File: src/hdl/kvi_pkg.sv
package kvi_pkg;

    // item command codes
    localparam logic CMD_PARAM  = 1'b0;
    localparam logic CMD_VERTEX = 1'b1;

    // register index on the configuration port (paddr[2])
    localparam logic REG_LERP_WEIGHT = 1'b0;

    localparam int AXIS_COUNT           = 3;
    localparam int AXIS_SLOTS           = 6;
    localparam int NORMAL_TABLE_ENTRIES = 162;
    localparam logic [7:0] NORMAL_LAST  = 8'(NORMAL_TABLE_ENTRIES - 1);

    localparam logic [16:0] WEIGHT_ONE = 17'h10000;

    // saturation bounds of the blended position
    localparam logic signed [45:0] POS_MAX = 46'sd2147483647;
    localparam logic signed [45:0] POS_MIN = -46'sd2147483648;

    // stage advance enables, one per register stage
    typedef struct packed {
        logic en1;
        logic en2;
        logic en3;
        logic en4;
    } t_pipe_en;

    // unit normals scaled by 127, packed as {x, y, z}
    localparam logic [23:0] NORMAL_TABLE [NORMAL_TABLE_ENTRIES] = '{
    24'hbd006c,24'hc81e6e,24'hdb0079,24'hd94067,24'heb2179,24'h00007f,24'h006c43,24'hed5b57,
    24'h135b57,24'h00436c,24'h274067,24'h43006c,24'h250079,24'h381e6e,24'h152179,24'ha9135b,
    24'h992740,24'hb53657,24'h944300,24'h92381e,24'ha55713,24'ha94b36,24'hc06727,24'he26e38,
    24'hca574b,24'ha557ed,24'hc067d9,24'hbd6c00,24'h006cbd,24'he26ec8,24'h0079db,24'hdf79eb,
    24'h007f00,24'h007925,24'hdf7915,24'h1e6e38,24'h217915,24'h406727,24'h1e6ec8,24'h2179eb,
    24'h4067d9,24'h6c4300,24'h5b5713,24'h5b57ed,24'h436c00,24'h36574b,24'h6e381e,24'h574b36,
    24'h672740,24'h57135b,24'h4b3657,24'h792500,24'h7f0000,24'h791521,24'h6cbd00,24'h79db00,
    24'h6ec81e,24'h79eb21,24'h67d940,24'h57ed5b,24'h6c0043,24'h6e38e2,24'h6727c0,24'h7915df,
    24'h430094,24'h5713a5,24'h57eda5,24'h6c00bd,24'h67d9c0,24'h6ec8e2,24'h79ebdf,24'h135ba9,
    24'h274099,24'h3657b5,24'h381e92,24'h4b36a9,24'h574bca,24'hed5ba9,24'hd94099,24'h004394,
    24'hbd0094,24'hc81e92,24'hdb0087,24'heb2187,24'h000081,24'h250087,24'h152187,24'hc8e292,
    24'hd9c099,24'hebdf87,24'h0094bd,24'heda5a9,24'h13a5a9,24'h00bd94,24'h27c099,24'h38e292,
    24'h15df87,24'h1e92c8,24'h4099d9,24'h36a9b5,24'h5ba9ed,24'h57b5ca,24'h4bcaa9,24'h0087db,
    24'h008100,24'h2187eb,24'h009443,24'h008725,24'h1e9238,24'h218715,24'h409927,24'h5ba913,
    24'h439400,24'he292c8,24'hc099d9,24'hdf87eb,24'h94bd00,24'ha5a9ed,24'ha5a913,24'hbd9400,
    24'hc09927,24'he29238,24'hdf8715,24'h92c81e,24'h99d940,24'ha9b536,24'ha9ed5b,24'hc8e26e,
    24'hb5ca57,24'hd9c067,24'heda557,24'hcaa94b,24'hebdf79,24'h38e26e,24'h15df79,24'h27c067,
    24'h13a557,24'h00bd6c,24'h36a94b,24'h4bca57,24'h57b536,24'h872500,24'h871521,24'h810000,
    24'h940043,24'h87db00,24'h87eb21,24'h9238e2,24'h8715df,24'h9927c0,24'h92c8e2,24'h87ebdf,
    24'h99d9c0,24'ha913a5,24'ha9eda5,24'h9400bd,24'ha94bca,24'hb536a9,24'hca57b5,24'hcaa9b5,
    24'hb5caa9,24'ha9b5ca
    };

    // table read, zero for an index past the end
    function automatic logic [23:0] kvi_normal(input logic [7:0] idx);
        logic [23:0] ent;
        ent = 24'h000000;
        if (idx <= NORMAL_LAST) begin
            ent = NORMAL_TABLE[idx];
        end
        return ent;
    endfunction

endpackage

File: src/hdl/kvi_axis_lane.sv
module kvi_axis_lane
    import kvi_pkg::*;
(
    input  logic               i_clk,
    input  t_pipe_en           i_en,
    input  logic [7:0]         i_byte_a,
    input  logic [7:0]         i_byte_b,
    input  logic [31:0]        i_scale_a,
    input  logic signed [31:0] i_translate_a,
    input  logic [31:0]        i_scale_b,
    input  logic signed [31:0] i_translate_b,
    input  logic [16:0]        i_weight,
    output logic signed [31:0] o_pos
);

    // stage 1: captured vertex bytes and the parameters in force
    logic [7:0]         r_byte_a, r_byte_b;
    logic [31:0]        r_scale_a, r_scale_b;
    logic signed [31:0] r_trn_a, r_trn_b;
    // stage 2: decoded positions
    logic signed [41:0] r_pa2, r_pb2;
    // stage 3: weighted difference
    logic signed [41:0] r_pa3;
    logic signed [60:0] r_scaled;
    // stage 4: saturated result
    logic signed [31:0] r_pos;

    logic [39:0]        w_prod_a, w_prod_b;
    logic signed [41:0] n_pa2, n_pb2;
    logic signed [42:0] w_diff;
    logic signed [17:0] w_wt;
    logic signed [60:0] n_scaled;
    logic signed [44:0] w_frac;
    logic signed [45:0] w_blend;
    logic signed [31:0] n_pos;

    // decode: byte times scale plus translate
    assign w_prod_a = 40'(r_byte_a) * 40'(r_scale_a);
    assign w_prod_b = 40'(r_byte_b) * 40'(r_scale_b);
    assign n_pa2    = $signed({2'b00, w_prod_a}) + 42'(r_trn_a);
    assign n_pb2    = $signed({2'b00, w_prod_b}) + 42'(r_trn_b);

    // blend product (b - a) * w
    assign w_diff   = 43'(r_pb2) - 43'(r_pa2);
    assign w_wt     = $signed({1'b0, i_weight});
    assign n_scaled = 61'(w_diff) * 61'(w_wt);

    // floor of the Q0.16 product, add and saturate
    assign w_frac  = 45'(r_scaled >>> 16);
    assign w_blend = 46'(r_pa3) + 46'(w_frac);

    always_comb begin
        n_pos = w_blend[31:0];
        if (w_blend > POS_MAX) begin
            n_pos = 32'sh7fff_ffff;
        end else if (w_blend < POS_MIN) begin
            n_pos = 32'sh8000_0000;
        end
    end

    always_ff @(posedge i_clk) begin
        if (i_en.en1) begin
            r_byte_a  <= i_byte_a;
            r_byte_b  <= i_byte_b;
            r_scale_a <= i_scale_a;
            r_scale_b <= i_scale_b;
            r_trn_a   <= i_translate_a;
            r_trn_b   <= i_translate_b;
        end
        if (i_en.en2) begin
            r_pa2 <= n_pa2;
            r_pb2 <= n_pb2;
        end
        if (i_en.en3) begin
            r_pa3    <= r_pa2;
            r_scaled <= n_scaled;
        end
        if (i_en.en4) begin
            r_pos <= n_pos;
        end
    end

    assign o_pos = r_pos;

endmodule

File: config.mk
export PLATFORM = sky130hd
export DESIGN_NAME = kvi_axis_lane
export DESIGN_NICKNAME = d
export VERILOG_FILES = /design/src/hdl/kvi_pkg.sv /design/src/hdl/kvi_axis_lane.sv
export SDC_FILE = /design/constraint.sdc
export NUM_CORES = 2
export LEC_CHECK = 0
export ABC_CLOCK_PERIOD_IN_PS = 18500
export BUFFER_PORTS_ARGS = -buffer_cell sky130_fd_sc_hd__buf_2
export CAP_MARGIN = 20
export CORE_ASPECT_RATIO = 1.2
export CORE_MARGIN = 2
export CORE_UTILIZATION = 43
export DETAILED_ROUTE_END_ITERATION = 12
export HOLD_SLACK_MARGIN = 0.03
export PLACE_DENSITY = 0.64
export RECOVER_POWER = 100
export SYNTH_ARGS = -nofsm -noshare
export SYNTH_HDL_FRONTEND = slang
export SYNTH_SLANG_ARGS = --single-unit
File: constraint.sdc
create_clock -name i_clk -period 18.5 [get_ports i_clk]
set_clock_uncertainty 0.15 [all_clocks]
set_input_delay 1.85 -clock i_clk [delete_from_list [all_inputs] [get_ports i_clk]]
set_output_delay 1.85 -clock i_clk [all_outputs]
set_load 0.005 [all_outputs]
Yosys cells after proc, flatten, opt, wreduce, memory -nomap -nowiden
Index checks and enable logic that the tools add are counted.

Output and inout port bits: 32. Register bits: 363. Word-level logic and storage cells: 21.

Muxes and demuxes: 1. Magnitude comparators: 2. $mul: 3. Add/sub/neg operators: 4.

Operators by type and width (count): $add 41x32->42 (2); $mul 8x32->40 (2); $mul 43x18->61 (1); $add 42x45->46 (1); $gt 46x32->1 const B (1); $lt 46x32->1 const B (1); $sub 42x42->43 (1); $mux 32 (1).

Longest topological paths before layout
Depth after elaboration: 3. Depth in mapped cells: 39. Gate-level depth less buffers: 37.

Worst setup path before layout
No wires, ideal clock.

Kind: register to register. Start point: register r_pa2[0]. End point: register r_scaled[57], data pin. Period minus slack after synthesis: 9.008 ns. Arrival: 8.600 ns. Buffers on the path: 2. Setup slack: 9.492 ns. Data required time: 18.092 ns. Stages on the path, launching flop included: 36. Cells stage by stage: edfxtp_1 ha_1 fa_1 nor2b_1 o21ai_0 a21boi_1 o21ai_0 a21oi_1 o211ai_1 a21boi_0 o21a_1 o21ai_0 a211oi_1 clkbuf_1 nand2_1 fa_1 inv_1 fa_1 fa_1 fa_1 fa_1 inv_1 fa_1 inv_1 ha_1 clkbuf_1 nand3_1 nor2_1 nand2_1 or3_1 a2111o_1 o2111ai_1 a21oi_1 o31ai_1 a21oi_1 xnor2_1.

Cells in the longest elaborated chain, start to end: 2.

RTL lines: start: declaration (line kvi_axis_lane.sv:21) `logic signed [41:0] r_pa2, r_pb2;`; start signal: assignment (line kvi_axis_lane.sv:71) `r_pa2 <= n_pa2;`; $sub 42x42->43 (line kvi_axis_lane.sv:44) `assign w_diff = 43'(r_pb2) - 43'(r_pa2);`; $mul 43x18->61 (line kvi_axis_lane.sv:46) `assign n_scaled = 61'(w_diff) * 61'(w_wt);`; named net n_scaled[57] (line kvi_axis_lane.sv:32) `logic signed [60:0] n_scaled;`; end signal: assignment (line kvi_axis_lane.sv:76) `r_scaled <= n_scaled;`; end: declaration (line kvi_axis_lane.sv:24) `logic signed [60:0] r_scaled;`.

The timed path passes the listed nets, and every way through them passes these cells. A chain may end at the register's enable or synchronous reset.

Worst setup path after layout
Start point: register r_pb2[14]. End point: register r_scaled[60], data pin.

Cells in the longest elaborated chain, start to end: 2.

RTL lines: start: declaration (line kvi_axis_lane.sv:21); start signal: assignment (line kvi_axis_lane.sv:72) `r_pb2 <= n_pb2;`; $sub 42x42->43 (line kvi_axis_lane.sv:44); $mul 43x18->61 (line kvi_axis_lane.sv:46); named net n_scaled[60] (line kvi_axis_lane.sv:32).

The timed path passes the listed nets, and every way through them passes these cells.

==> results.py <==
metrics = {
    "status": {
        "run_status": "finished with violations",
        "failed_checks": "max-capacitance violations, max-slew violations",
    },
    "floorplan": {
        "io_pins": 198,
        "initial_utilization_pct": 43.2,
        "die_x_um": 343,
        "core_area_mm2": 0.137,
        "die_y_um": 411,
        "dieArea_mm2": 0.141,
        "rows": 149,
    },
    "clocking": {
        "clk_latency_ns": 0.62,
        "cts_buffers": 40,
        "cts_resized": 0,
        "hold_buffers": 0,
        "tritoncts": "built",
        "cts_setup_buffers": 0,
        "htree_levels": 2,
        "cts_sinks": 347,
        "cts.clk_slew.worst_paths_ns": 0.07,
        "cts_root_buffer": "clkbuf_16",
        "clockBufferDepth": 3,
    },
    "sta": {
        "max_slew_margin_pct": -204,
        "tns_ns": 0,
        "rsz0062_at_grt": "false",
        "fmax_mhz": 87.4,
        "hold_violations": 0,
        "fin_crit_ns": 11.44,
        "drv_slew": 441,
        "finalSetupViolCount": 0,
        "fin_crit_sh_pct": 61.9,
        "worst_slew_pin_slew_ns": 4.56,
    },
    "route": {
        "ant_nets": 0,
        "wl_per_cell_um": 19.7,
        "drtPass1Iterations": 6,
        "drc_errors": 0,
        "viasPerCell": 5.29,
        "first_iter_violations": 2532,
        "vias": 43137,
        "routed_wl_um": 161000,
    },
    "global_routing": {
        "antenna_found_initial": 7,
        "overflow": 0,
        "grt_first_pass_wirelength_um": 256000,
        "grt_max_degree": 84,
        "grt_usage_pct": 23.4,
        "grt_pass1_vias": 45608,
    },
    "yosys": {
        "synthArstFlopShare_pct": 0,
        "syn_area_mm2": 0.0592,
        "syn-num-nets": 7858,
        "synth_edf_count": 347,
        "yosys_most_used_dff": "edfxtp_1",
        "synth_common_cells": "inv_1, fa_1, nand2_1",
        "ys_seq_elements": 347,
        "syn_area_per_cell_um2": 9.52,
        "yosysWarnings": 0,
        "seq_area_frac_synth_pct": 17.6,
        "yosysMostFrequentCell": "inv_1",
        "yosys.area.top_type": "fa_1",
        "syn_inst": 6218,
        "synth_cell_types": 85,
        "synth_area_leaders": "fa_1, edfxtp_1, ha_1, inv_1, nand2_1",
        "synth_top_area_share_pct": 35.4,
    },
    "setup_path": {
        "rr_worst_depth": 30,
        "worst_path_largest_cell_delay_ns": 1.37,
        "worst_setup_path_end_kind": "flop",
        "critPathKind": "flop to flop",
        "worst_setup_path_start_kind": "flop",
        "critPathRequiredTime_ns": 18.71,
        "crit_end": "r_scaled[60]$_DFFE_PP_",
        "crit_slowest_cell": "xor2_1",
        "r2r_setup_slack_ns": 7.06,
        "cp_common_cell": "fa_1",
        "startpoint": "r_pb2[14]$_DFFE_PP_",
        "worstPathArrival_ns": 11.66,
        "crit_fanout": 22,
        "worstReg2RegStart": "r_pb2[14]$_DFFE_PP_",
        "r2r_end": "r_scaled[60]$_DFFE_PP_",
    },
    "placement": {
        "numPortBuffers": 197,
        "place_congestion": 0.950,
        "dp_hpwl_um": 128000,
    },
    "finish": {
        "syn2layout_area_growth_pct": 7.50,
        "drive_above_1_share_pct": 5.80,
        "nets": 7939,
        "seqCellArea_mm2": 0.0104,
        "multiInputGateArea_mm2": 0.0435,
        "nFillCells": 13005,
    },
    "flow_run": {
        "maxCapViolations": 10,
    },
    "worst_hold_path": {
        "min_path_type": "flop to flop",
    },
}
## logic make-up (layout without fill, tap and decap cells)
logic type      after synthesis  in the layout  share of synthesized area [%]
simple gates               1820           1820                           14.9
fa+ha+maj                  1474           1474                           44.4
buf+inv                    1429           1542                           9.12
compound gates              858            858                           9.56
flops                       347            347                           17.6
xor+xnor                    253            253                           3.74
mux                          37             37                          0.661
other cells                   0              6                              0
## registers in the layout (all words and copies together), names as in the netlist
signal / flops
r_trn_a: 32
r_pb2: 42
o_pos: 32
r_byte_b: 8
r_pa3: 42
r_scale_a: 32
r_scaled: 45
r_trn_b: 32
r_pa2: 42
r_byte_a: 8
r_scale_b: 32
## cells in the final DEF, fill, tap and decap left out, drive strengths merged, types with 12 or more instances in the layout
| cell type | count |
|---|---|
| nand3 | 59 |
| o21bai | 43 |
| a31oi | 28 |
| o211a | 12 |
| edfxtp | 347 |
| nor3 | 66 |
| or2 | 16 |
| buf | 228 |
| a21o | 142 |
| a211oi | 33 |
| o21a | 43 |
| inv | 1208 |
| ha | 426 |
| o211ai | 30 |
| o21ai | 151 |
| o31ai | 15 |
| nand2 | 841 |
| and2 | 475 |
| and3 | 35 |
| clkbuf | 83 |
| xor2 | 77 |
| xnor2 | 176 |
| mux2 | 17 |
| a21oi | 249 |
| nor2 | 155 |
| a311oi | 12 |
| fa | 1048 |
| nor2b | 42 |
| nand2b | 46 |
| clkinv | 13 |
| nand4 | 37 |
| mux2i | 20 |
## routing by layer
| metal | GRT usage (%) | share of wire, % | vias up |
|---|---|---|---|
| met4 | 12.7 | 6.3 | 2 |
| met1 | 28.0 | 39 | 21870 |
| li1 | - | - | 19809 |
| met5 | 0 | 0.0069 | - |
| met2 | 41.2 | 51 | 1110 |
| met3 | 2.34 | 4.4 | 346 |
## critical path: cells and delay by family, from the launching register on
family / cells / cell delay [ns]
flip-flops: 1 / 0.38
buffers and inverters: 4 / 0.81
AND/OR/NAND/NOR: 3 / 0.53
XOR/XNOR: 2 / 1.49
AO/OA/AOI/OAI: 13 / 3.71
adder cells (fa/ha/maj): 8 / 4.11
## cell type report
cell class / count / area share (%)
repair buffers: 269 / 2.36
flip-flops and latches: 347 / 16.4
well taps: 1812 / 3.56
clock inverters: 32 / 0.731
inverters: 1199 / 7.07
multi-input cells: 4442 / 68.3
clock buffers: 42 / 1.58
diodes: 6 / 0.0236
## stage by stage
stage | util, % | hold slack, ns | area (µm²) | worst slack [ns] | instances
after floorplan | - | 0.276 | 59200 | 9.49 | 6218
after global placement | 45.4 | 0.282 | 62200 | 7.94 | 8063
after detailed placement | 45.4 | 0.288 | 62200 | 7.71 | 8064
after CTS | 46.5 | 0.304 | 63700 | 7.68 | 8138
after global routing | 46.5 | 0.310 | 63700 | 6.38 | 8145
final | 46.5 | 0.299 | 63700 | 7.06 | 8149
## how the worst min path moves through the flow
stage	from	endpoint	cells after the start
after floorplan	r_pa2[10]$_DFFE_PP_	r_pa3[10]$_DFFE_PP_	0
after global placement	r_pa2[10]$_DFFE_PP_	r_pa3[10]$_DFFE_PP_	0
after detailed placement	r_pa2[13]$_DFFE_PP_	r_pa3[13]$_DFFE_PP_	0
after CTS	r_pa2[9]$_DFFE_PP_	r_pa3[9]$_DFFE_PP_	0
after global routing	r_pa2[3]$_DFFE_PP_	r_pa3[3]$_DFFE_PP_	0
final	r_pa2[25]$_DFFE_PP_	r_pa3[25]$_DFFE_PP_	0
Power is left out: the tool's default activity adds up to more than one toggle a clock period on the data nets, which glitch-free logic cannot reach.
